## config.mk

```make
export PLATFORM = sky130hd
export DESIGN_NAME = rti_controller
export DESIGN_NICKNAME = d
export VERILOG_FILES = /design/src/rti_pkg.sv /design/src/rti_controller.sv
export SDC_FILE = /design/constraint.sdc
export NUM_CORES = 1
export LEC_CHECK = 0
export BUFFER_PORTS_ARGS = -buffer_cell sky130_fd_sc_hd__buf_2
export CORE_MARGIN = 10
export CORE_UTILIZATION = 60
export CTS_BUF_LIST = sky130_fd_sc_hd__clkbuf_4 sky130_fd_sc_hd__clkbuf_8
export DETAILED_ROUTE_END_ITERATION = 8
export PLACE_DENSITY_LB_ADDON = 0.1
export SLEW_MARGIN = 15
export SYNTH_ARGS = -nofsm -noshare
export SYNTH_HDL_FRONTEND = slang
export SYNTH_SLANG_ARGS = --single-unit
```

## constraint.sdc

```tcl
create_clock -name clock -period 3.3 [get_ports clock]
set_clock_uncertainty 0.05 [all_clocks]
set_input_delay 0.825 -clock clock [delete_from_list [all_inputs] [get_ports clock]]
set_output_delay 0.825 -clock clock [all_outputs]
set_load 0.005 [all_outputs]
```

## src/rti_pkg.sv

```systemverilog
// Shared types, widths and codes of the ray/triangle intersection block.
// No dependencies; every other file imports it.
`default_nettype none
package rti_pkg;

   localparam int CW   = 32;          // coordinate width, signed Q(CW-FB).FB
   localparam int FB   = 16;          // fraction bits
   localparam int EW   = CW + 1;      // edge and negated-direction width
   localparam int XW   = 2 * EW + 1;  // cross product component width
   localparam int LOW  = EW;          // low half of a cross component
   localparam int MW   = EW + 1;      // multiplier operand width
   localparam int HW   = XW - LOW;    // high half of a cross component
   localparam int PW   = 2 * MW;      // product width
   localparam int DW   = PW + LOW + 2; // determinant accumulator width
   localparam int NW   = DW + FB;     // scaled dividend width
   localparam int QW   = CW + 1;      // quotient magnitude width
   localparam int CNTW = $clog2(QW);

   localparam logic [2:0] REQ_ORIGIN = 3'd0;
   localparam logic [2:0] REQ_DIR    = 3'd1;
   localparam logic [2:0] REQ_V0     = 3'd2;
   localparam logic [2:0] REQ_V1     = 3'd3;
   localparam logic [2:0] REQ_TEST   = 3'd4;

   localparam logic [1:0] KIND_CROSS = 2'd0;
   localparam logic [1:0] KIND_DOT   = 2'd1;
   localparam logic [1:0] KIND_DIR   = 2'd2;

   typedef logic signed [CW-1:0] coord_type;

   typedef struct packed {
      logic [2:0] req_type;
      coord_type  coord_x;
      coord_type  coord_y;
      coord_type  coord_z;
   } rti_req_type;

   typedef struct packed {
      logic      hit;
      coord_type distance;
      coord_type hit_x;
      coord_type hit_y;
      coord_type hit_z;
   } rti_rsp_type;

   typedef struct packed {
      logic       load;
      logic       start;
      logic       mul_en;
      logic [1:0] kind;
      logic [1:0] idx;
      logic [1:0] comp;
      logic       half;
      logic       div_init;
      logic       div_step;
      logic       dist_wr;
      logic       out_load;
      logic       out_hit;
   } rti_cmd_type;

   typedef struct packed {
      logic miss;
   } rti_sts_type;

endpackage
`default_nettype wire

```

## src/rti_controller.sv

```systemverilog
// Controller: accepts beats, sequences cross, dot, divide and hit phases.
// Depends on rti_pkg; commands rti_datapath.
`default_nettype none
module rti_controller (
   input  wire                  clock,
   input  wire                  reset,
   input  wire                  req_valid,
   output logic                 req_ready,
   input  wire [2:0]            req_kind,
   output logic                 rsp_valid,
   input  wire                  rsp_ready,
   output rti_pkg::rti_cmd_type cmd,
   input  rti_pkg::rti_sts_type sts
);
   import rti_pkg::*;

   localparam logic [3:0] S_IDLE   = 4'd0;
   localparam logic [3:0] S_CROSS  = 4'd1;
   localparam logic [3:0] S_DOT    = 4'd2;
   localparam logic [3:0] S_DRAIN  = 4'd3;
   localparam logic [3:0] S_CHECK  = 4'd4;
   localparam logic [3:0] S_DIV    = 4'd5;
   localparam logic [3:0] S_FIX    = 4'd6;
   localparam logic [3:0] S_HIT    = 4'd7;
   localparam logic [3:0] S_HDRAIN = 4'd8;
   localparam logic [3:0] S_DONE   = 4'd9;

   logic [3:0]      state_ff, state_in;
   logic [1:0]      idx_ff, idx_in, comp_ff, comp_in;
   logic            half_ff, half_in, hit_ff, hit_in, rsp_valid_ff, rsp_valid_in;
   logic [CNTW-1:0] cnt_ff, cnt_in;
   logic            req_acc;

   assign req_ready = (state_ff == S_IDLE);
   assign req_acc   = req_valid && req_ready;
   assign rsp_valid = rsp_valid_ff;

   always_comb begin
      state_in = state_ff;
      idx_in   = idx_ff;
      comp_in  = comp_ff;
      half_in  = half_ff;
      cnt_in   = cnt_ff;
      hit_in   = hit_ff;
      cmd      = '0;
      cmd.idx  = idx_ff;
      cmd.comp = comp_ff;
      cmd.half = half_ff;
      case (state_ff)
         S_IDLE: begin
            if (req_acc) begin
               case (req_kind)
                  REQ_ORIGIN, REQ_DIR, REQ_V0, REQ_V1: cmd.load = 1'b1;
                  REQ_TEST: begin
                     cmd.start = 1'b1;
                     state_in  = S_CROSS;
                     idx_in    = '0;
                     comp_in   = '0;
                     half_in   = 1'b0;
                  end
                  default: ;
               endcase
            end
         end
         S_CROSS, S_DOT: begin
            cmd.mul_en = 1'b1;
            cmd.kind   = (state_ff == S_CROSS) ? KIND_CROSS : KIND_DOT;
            half_in    = !half_ff;
            if (half_ff) begin
               if (comp_ff == 2'd2) begin
                  comp_in = '0;
                  if (state_ff == S_CROSS && idx_ff == 2'd2) begin
                     idx_in   = '0;
                     state_in = S_DOT;
                  end else if (state_ff == S_DOT && idx_ff == 2'd3) begin
                     idx_in   = '0;
                     state_in = S_DRAIN;
                  end else begin
                     idx_in = idx_ff + 2'd1;
                  end
               end else begin
                  comp_in = comp_ff + 2'd1;
               end
            end
         end
         S_DRAIN: state_in = S_CHECK;
         S_CHECK: begin
            if (sts.miss) begin
               hit_in   = 1'b0;
               state_in = S_DONE;
            end else begin
               cmd.div_init = 1'b1;
               cnt_in       = '0;
               state_in     = S_DIV;
            end
         end
         S_DIV: begin
            cmd.div_step = 1'b1;
            cnt_in       = cnt_ff + 1'b1;
            if (cnt_ff == CNTW'(QW - 1)) begin
               state_in = S_FIX;
            end
         end
         S_FIX: begin
            cmd.dist_wr = 1'b1;
            comp_in     = '0;
            state_in    = S_HIT;
         end
         S_HIT: begin
            cmd.mul_en = 1'b1;
            cmd.kind   = KIND_DIR;
            comp_in    = comp_ff + 2'd1;
            if (comp_ff == 2'd2) begin
               comp_in  = '0;
               state_in = S_HDRAIN;
            end
         end
         S_HDRAIN: begin
            hit_in   = 1'b1;
            state_in = S_DONE;
         end
         S_DONE: begin
            if (!rsp_valid_ff || rsp_ready) begin
               cmd.out_load = 1'b1;
               cmd.out_hit  = hit_ff;
               state_in     = S_IDLE;
            end
         end
         default: state_in = S_IDLE;
      endcase
      if (cmd.out_load) begin
         rsp_valid_in = 1'b1;
      end else if (rsp_ready) begin
         rsp_valid_in = 1'b0;
      end else begin
         rsp_valid_in = rsp_valid_ff;
      end
   end

   always_ff @(posedge clock) begin
      if (reset) begin
         state_ff     <= S_IDLE;
         idx_ff       <= '0;
         comp_ff      <= '0;
         half_ff      <= 1'b0;
         cnt_ff       <= '0;
         hit_ff       <= 1'b0;
         rsp_valid_ff <= 1'b0;
      end else begin
         state_ff     <= state_in;
         idx_ff       <= idx_in;
         comp_ff      <= comp_in;
         half_ff      <= half_in;
         cnt_ff       <= cnt_in;
         hit_ff       <= hit_in;
         rsp_valid_ff <= rsp_valid_in;
      end
   end

   a_test_starts: assert property (@(posedge clock) disable iff (reset)
      (req_acc && req_kind == REQ_TEST) |=> (state_ff == S_CROSS))
      else $error("test beat did not start the sequence");
   a_slot_free: assert property (@(posedge clock) disable iff (reset)
      cmd.out_load |-> (!rsp_valid_ff || rsp_ready))
      else $error("result overwrote a waiting beat");
   a_div_range: assert property (@(posedge clock) disable iff (reset)
      (state_ff == S_DIV) |-> (cnt_ff <= CNTW'(QW - 1)))
      else $error("divide counter out of range");
   a_rsp_from_done: assert property (@(posedge clock) disable iff (reset)
      $rose(rsp_valid_ff) |-> ($past(state_ff) == S_DONE))
      else $error("result raised outside the done state");

endmodule
`default_nettype wire

```

==> results of run 1 <==
==> stage by stage <==
stage,total power [mW],instance area (um2),worst slack [ns]
4_1_cts,0.552,1330,0.553
6_report,0.547,1330,0.566
3_3_place_gp,0.423,1300,0.711
2_1_floorplan,0.386,1200,0.957
5_1_grt,0.589,1330,0.426
3_5_place_dp,0.428,1300,0.694
==> flip-flops by register name (all words and copies together), names as in the netlist <==
register   count
hit_ff         1
rsp_valid      1
state_ff       4
idx_ff         2
comp_ff        2
cnt_ff         6
half_ff        1
==> worst max-delay path: stages, from the launching register on <==
cell,delay (ns)
dfxtp_1,0.43
buf_4,0.22
or4_1,0.58
nor3b_1,0.20
buf_2,0.14
==> per-layer routing <==
layer	vias to the layer above	track usage (%)	share of wire (%)
li1	606	-	-
met5	-	0	0
met1	544	17.2	45
met2	31	22.2	47
met3	5	4.12	6.7
met4	0	6.15	1.3
==> layout make-up <==
| type | instances | area, um2 |
|---|---|---|
| multi-input combinational | 120 | 757 |
| fill | 193 | 616 |
| sequential | 17 | 340 |
| timing repair buffer | 25 | 128 |
| inverter | 10 | 37.5 |
| tap | 27 | 33.8 |
| clock buffer | 4 | 30.0 |
==> synthesized netlist by cell type (all sizes together), types with 2 or more instances <==
library cell	instances	area (um2)
and2	3	18.8
or3	3	18.8
or4b	2	20.0
clkbuf	6	22.5
mux2i	2	20.0
nand3	3	15.0
nand4	2	12.5
a21o	2	15.0
buf	6	47.5
o21ai	9	45.0
a21oi	12	60.1
dfxtp	17	340
nor3	8	40.0
nand2	17	63.8
a32o	2	20.0
a211oi	2	15.0
nor2	14	52.6
nand4bb	3	33.8
nand2b	6	37.5
ha	4	50.1
or4	6	48.8
nor3b	4	30.0
inv	10	37.5
==> cell usage in the layout, fill, tap and decap left out, types with 2 or more instances in the layout <==
master,instances
ha_1,4
a21o_1,2
or4b_1,2
nand3_1,3
mux2i_1,2
nand4_1,2
a32o_1,2
dfxtp_1,17
or4_1,5
or3_1,3
nor3b_1,4
nor3_1,8
a21oi_1,12
and2_1,3
nor2_1,14
clkbuf_4,4
inv_1,10
a211oi_1,2
nand2_1,17
buf_2,24
o21ai_0,9
nand2b_1,6
nand4bb_1,3
==> power breakdown <==
| group | internal (mW) | leakage (nW) | switching [mW] |
|---|---|---|---|
| Combinational | 0.0839 | 0.390 | 0.0898 |
| Clock | 0.0553 | 0.0184 | 0.0670 |
| Sequential | 0.217 | 0.137 | 0.0346 |
| Total | 0.356 | 0.546 | 0.191 |
==> worst paths after layout <==
check / slack [ns] / endpoint
setup / recovery: 0.57 / cmd[14]
hold / removal: 0.45 / idx_ff[1]$_SDFFE_PP0P_
setup reg to reg: 0.87 / state_ff[3]$_SDFFE_PP0P_
hold reg to reg: 0.45 / idx_ff[1]$_SDFFE_PP0P_
==> cells by family (layout without fill, tap and decap cells) <==
family	after synthesis	count (layout)	synth area share, %
compound gates	36	36	19.2
xor+xnor	1	1	0.727
fa+ha+maj	4	4	4.15
buf+inv	22	39	8.93
flops	17	17	28.2
mux	2	2	1.66
simple gates	77	77	37.1
==> metrics.csv, run 1 <==
stage;metric;value;unit
clock_network;clock root cell;clkbuf_4;
clock_network;Clk pin slew, worst setup/hold paths;0.10;ns
cells_and_area;final instance count without filler cells;203;
worst_setup_path;CP startpoint kind;flip-flop;
floorplanning;die height;64.8;um
global_routing;vias in the first global route;1145;
synthesis;ys async rst share;0;%
synthesis;Syn Inst Count;159;
worst_setup_path;Register-to-Register Path Depth;5;
cells_and_area;nets@finish;189;
floorplanning;Ports;25;
detailed_routing;drt pass-1 iters;4;
detailed_routing;Iter 0 DRT Violations;63;
timing;Max-slew headroom;56.7;%
timing;worst slew pin tran;0.648;ns
timing;Final Max Slew Viols;0;
synthesis;yosys warns;0;
worst_setup_path;CP max FO;12;
clock_network;cts hold-fix bufs;0;
timing;Fin Hold WS;0.454;ns
detailed_routing;DRT Wirelength;2.82;mm
timing;fin crit period;2.73;ns
clock_network;TritonCTS clock tree;done;
detailed_routing;detailed-route via count;1186;
cells_and_area;utilization after layout;68.3;%
placement;DPL Wire Length;2.16;mm
clock_network;clock tree buffer depth;2;
hold_path;worst hold path depth;2;
floorplanning;Die Area;4200;um2
timing;RSZ-0062 raised after global routing;no;
timing;Hold Violations, Final;0;
worst_setup_path;crit end category;output port;
clock_network;clock sinks;17;
floorplanning;initial core utilization;62.0;%
detailed_routing;Antenna Nets Post-Route;0;
timing;Final Setup Violations;0;
timing;FMAX;366;MHz
worst_setup_path;Critical Path RT;2.42;ns
power_and_ir_drop;maximum VDD drop;346;uV
synthesis;Synth Cell Area;1200;um2
synthesis;Post-synth top flop;dfxtp_1;
synthesis;number of library cell types mapped by synthesis;42;
floorplanning;floorplan row count;16;
global_routing;first-pass GRT wire length;4.98;mm
synthesis;post-synthesis sequential area ratio;28.2;%
clock_network;Post-CTS Setup Bufs;0;
synthesis;Mapped Avg Cell Area;7.58;um2
worst_setup_path;crit path from;state_ff[2]$_SDFFE_PP0P_;
synthesis;FF+latch count, synth;17;
detailed_routing;DRC;0;
detailed_routing;wire length per cell;13.9;um
synthesis;number of synthesized flops with an enable pin;0;
power_and_ir_drop;Leak Pwr;0.546;nW
floorplanning;core region area;1940;um2
global_routing;GR Util All Layers;14.0;%
worst_setup_path;reg2reg start;state_ff[1]$_SDFFE_PP0P_;
timing;Tcrit/Tclk final;82.8;%
timing;Final TNS setup;0;ns
synthesis;Synth Net Count;171;
clock_network;post-cts sizing count;0;
placement;# port buffers;24;
clock_network;clk_lat worst skew;0.29;ns
global_routing;maximum number of pins on one net before global-route repair;24;
outcome;status;finished clean;
floorplanning;Die Width;64.8;um
worst_setup_path;kind of critical path;flip-flop to output port;
global_routing;Overflow after GRT;0;
cells_and_area;share of cells above drive strength 1;19.3;%
worst_setup_path;CP arrival;1.86;ns
cells_and_area;Area growth, synth to finish;10.1;%
placement;placed cell count;199;
placement;routability cong.;0.882;
global_routing;initial antenna violation count;0;
hold_path;worst hold path class;flip-flop to flip-flop;
clock_network;H-tree levels;1;
power_and_ir_drop;P per Cell Area;413;nW/um2
clock_network;total CTS buffers;3;
hold_path;hold path startpoint;idx_ff[1]$_SDFFE_PP0P_;
cells_and_area;# diodes;0;
job;Max Cap Viol;0;
detailed_routing;post-DR vias/cell;5.84;
Power figures use the tool's default switching activity.
==> run 2, diff against run 1 <==
--- a/config.mk
+++ b/config.mk
@@ -5,9 +5,10 @@
 export SDC_FILE = /design/constraint.sdc
 export NUM_CORES = 1
 export LEC_CHECK = 0
+export ABC_AREA = 1
 export BUFFER_PORTS_ARGS = -buffer_cell sky130_fd_sc_hd__buf_2
 export CORE_MARGIN = 10
-export CORE_UTILIZATION = 60
+export CORE_UTILIZATION = 51
 export CTS_BUF_LIST = sky130_fd_sc_hd__clkbuf_4 sky130_fd_sc_hd__clkbuf_8
 export DETAILED_ROUTE_END_ITERATION = 8
 export PLACE_DENSITY_LB_ADDON = 0.1
==> constraint.sdc (replaced) <==
create_clock -name clock -period 2.4 [get_ports clock]
set_clock_uncertainty 0.05 [all_clocks]
set_input_delay 0.6 -clock clock [delete_from_list [all_inputs] [get_ports clock]]
set_output_delay 0.6 -clock clock [all_outputs]
set_load 0.005 [all_outputs]
==> metrics.csv, run 2 <==
stage;metric;value;unit;change
worst_setup_path;Max stage delay cell, worst path;dfxtp_1;;was or4_1
global_routing;Overflow after GRT;0;;unchanged
cells_and_area;biggest regs;cnt_ff: 6 flops, state_ff: 4 flops;;unchanged
timing;Final TNS setup;0;ns;unchanged
floorplanning;Die Width;70.9;um;was 64.8 um
global_routing;maximum number of pins on one net before global-route repair;11;;was 24
synthesis;Synth Net Count;208;;was 171
cells_and_area;# diodes;0;;unchanged
timing;FMAX;467;MHz;
floorplanning;floorplan row count;18;;was 16
clock_network;clk_lat worst skew;0.29;ns;about the same
clock_network;clock sinks;17;;unchanged
cells_and_area;most flop-heavy register;cnt_ff;;unchanged
cells_and_area;share of cells above drive strength 1;32.3;%;was 19.3%
worst_setup_path;CP arrival;1.49;ns;was 1.86 ns
floorplanning;Ports;25;;unchanged
worst_setup_path;R2R Path End;state_ff[1]$_SDFFE_PP0P_;;was state_ff[3]$_SDFFE_PP0P_
hold_path;worst hold path class;flip-flop to flip-flop;;unchanged
detailed_routing;Antenna Nets Post-Route;0;;unchanged
job;Max Cap Viol;0;;unchanged
placement;routability cong.;0.848;;was 0.882
power_and_ir_drop;Leak Pwr;0.777;nW;was 0.546 nW
global_routing;first-pass GRT wire length;5.01;mm;was 4.98 mm
synthesis;Synth Cell Area;1320;um2;was 1200 um2
synthesis;post-synthesis sequential area ratio;25.8;%;was 28.2%
placement;# port buffers;24;;unchanged
synthesis;number of library cell types mapped by synthesis;28;;was 42
worst_setup_path;CP Cell Sequence;nor2_2 -> nand2_2 -> inv_2 -> nand2_1 -> nor2_1 -> buf_2;;was buf_4 -> or4_1 -> nor3b_1 -> buf_2
detailed_routing;detailed-route via count;1275;;was 1186
hold_path;hold path startpoint;hit_ff$_SDFFE_PP0P_;;was idx_ff[1]$_SDFFE_PP0P_
clock_network;clock root cell;clkbuf_4;;unchanged
detailed_routing;DRT Wirelength;2.97;mm;was 2.82 mm
worst_setup_path;Critical Path RT;1.75;ns;was 2.42 ns
timing;Max-slew headroom;70.7;%;was 56.7%
synthesis;yosys warns;0;;unchanged
power_and_ir_drop;maximum VDD drop;713;uV;was 346 uV
synthesis;FF+latch count, synth;17;;unchanged
cells_and_area;Largest register FFs;6;;unchanged
floorplanning;die height;70.9;um;was 64.8 um
worst_setup_path;Max stage delay on crit path;0.46;ns;was 0.58 ns
clock_network;cts hold-fix bufs;0;;unchanged
detailed_routing;post-DR vias/cell;5.10;;was 5.84
synthesis;ys async rst share;0;%;unchanged
synthesis;most numerous cell in the Yosys netlist;nand2_1;;
floorplanning;Die Area;5030;um2;was 4200 um2
clock_network;clock tree buffer depth;2;;unchanged
clock_network;post-cts sizing count;0;;unchanged
detailed_routing;drt pass-1 iters;4;;unchanged
cells_and_area;nets@finish;233;;was 189
worst_setup_path;CP startpoint kind;flip-flop;;unchanged
worst_setup_path;crit end category;output port;;unchanged
clock_network;total CTS buffers;3;;unchanged
cells_and_area;final instance count without filler cells;250;;was 203
timing;Final Max Slew Viols;0;;unchanged
global_routing;GR Util All Layers;11.5;%;was 14.0%
placement;DPL Wire Length;2.41;mm;was 2.16 mm
placement;placed cell count;246;;was 199
synthesis;post-synth top area share;25.8;%;was 28.2%
global_routing;vias in the first global route;1172;;was 1145
worst_setup_path;crit-path leading delay family;simple AND/OR/NAND/NOR gates;;unchanged
power_and_ir_drop;P per Cell Area;1090;nW/um2;was 413 nW/um2
worst_setup_path;Crit path buffers/inverters;2;;unchanged
synthesis;Area contributors post-synth;dfxtp_1, nand2_1, nor2_1;;was dfxtp_1, nand2_1, a21oi_1
timing;fin crit period;2.14;ns;
cells_and_area;Area growth, synth to finish;11.9;%;was 10.1%
detailed_routing;DRC;0;;unchanged
hold_path;hold path endpoint;hit_ff$_SDFFE_PP0P_;;was idx_ff[1]$_SDFFE_PP0P_
synthesis;Post-synth top flop;dfxtp_1;;unchanged
worst_setup_path;Register-to-Register Path Depth;9;;was 5
clock_network;Post-CTS Setup Bufs;0;;unchanged
outcome;status;finished clean;;unchanged
clock_network;H-tree levels;1;;unchanged
power_and_ir_drop;Tot Pwr;1.61;mW;was 0.547 mW
floorplanning;initial core utilization;53.3;%;was 62.0%
worst_setup_path;kind of critical path;flip-flop to output port;;unchanged
timing;Tcrit/Tclk final;89.2;%;
timing;Hold Violations, Final;0;;unchanged
synthesis;number of synthesized flops with an enable pin;0;;unchanged
timing;Final Setup Violations;0;;unchanged
clock_network;Clk pin slew, worst setup/hold paths;0.11;ns;was 0.10 ns
global_routing;initial antenna violation count;0;;unchanged
worst_setup_path;CP max FO;9;;was 12
detailed_routing;Iter 0 DRT Violations;69;;was 63
synthesis;Post-synth top cells;nand2_1, nor2_1, inv_1;;was dfxtp_1, nand2_1, nor2_1
cells_and_area;most common cell after layout, fill and taps aside;nand2_1;;was buf_2
synthesis;Yosys top cell by area;dfxtp_1;;unchanged
floorplanning;core region area;2480;um2;was 1940 um2
cells_and_area;most frequent cells in the layout;nand2_1, nor2_1, buf_2;;was buf_2, nand2_1, dfxtp_1
detailed_routing;wire length per cell;11.9;um;was 13.9 um
synthesis;Syn Inst Count;196;;was 159
hold_path;worst hold path depth;2;;unchanged
worst_setup_path;reg2reg start;state_ff[1]$_SDFFE_PP0P_;;unchanged
timing;worst slew pin tran;0.439;ns;was 0.648 ns
timing;RSZ-0062 raised after global routing;no;;unchanged
clock_network;TritonCTS clock tree;done;;unchanged
synthesis;Mapped Avg Cell Area;6.74;um2;was 7.58 um2
worst_setup_path;flop2flop setup slack;0.77;ns;was 0.87 ns
run 2: cell types whose count changed after synthesis, moves of 6 or more:
cell,change
inv_1,+13
nand2b_1,-6
nor2_4,+8
nand2_2,+11
nor3_1,-8
inv_2,+6
nand3_1,+10
nand2_1,+21
nor2_1,+17
run 2: power by group:
group / switching (mW) / leakage (nW) / internal, mW
Combinational: 0.635 / 0.620 / 0.364
Clock: 0.0938 / 0.0184 / 0.0759
Sequential: 0.0858 / 0.139 / 0.353
run 2: worst max path at each step:
stage                                        start       to  depth (start not counted)
after detailed placement               req_kind[1]  cmd[13]                          5
after global placement                   rsp_ready   cmd[0]                          6
after global routing      state_ff[1]$_SDFFE_PP0P_  cmd[14]                          6
final                     state_ff[1]$_SDFFE_PP0P_  cmd[14]                          6
after CTS                 state_ff[1]$_SDFFE_PP0P_  cmd[14]                          6
after floorplan           state_ff[0]$_SDFFE_PP0P_   cmd[1]                          5
run 2: cells by family after synthesis:
kind of cell / after synthesis / synth area share [%]
AO/OA/AOI/OAI: 20 / 8.90
adder cells (fa/ha/maj): 4 / 3.79
buffers and inverters: 34 / 10.8
flip-flops: 17 / 25.8
AND/OR/NAND/NOR: 121 / 50.8
run 2: layout make-up:
class	instances	area, um2
inverter	30	113
fill	241	998
timing repair buffer	24	120
multi-input combinational	145	838
tap	30	37.5
sequential	17	340
clock buffer	4	30.0
run 2: metal layers:
| metal | wire length [um] | GRT usage (%) | up-vias | part of all wire [%] |
|---|---|---|---|---|
| li1 | - | - | 667 | - |
| met1 | 1380 | 13.5 | 577 | 47 |
| met2 | 1400 | 19.8 | 27 | 47 |
| met3 | 158 | 3.49 | 4 | 5.3 |
| met4 | 23 | 3.01 | 0 | 0.78 |
| met5 | 0 | 0 | - | 0 |
run 2: worst reg2reg max path, cell delays in order, from the launching register on:
cell     delay, ns
dfxtp_1       0.61
inv_1         0.14
nand2_4       0.12
nand3_4       0.10
nor2_4        0.16
nor2_1        0.08
nand2_2       0.09
nor2_4        0.05
nor2_1        0.09
nor2_1        0.05
run 2: per-stage QoR:
step	instance area [um2]	utilization, %	setup slack [ns]	hold WS [ns]
floorplan	1320	-	0.799	0.400
global placement	1450	58.5	0.623	0.413
detailed placement	1450	58.5	0.590	0.415
CTS	1480	59.7	0.265	0.430
global route	1480	59.7	0.168	0.482
finish	1480	59.7	0.259	0.430
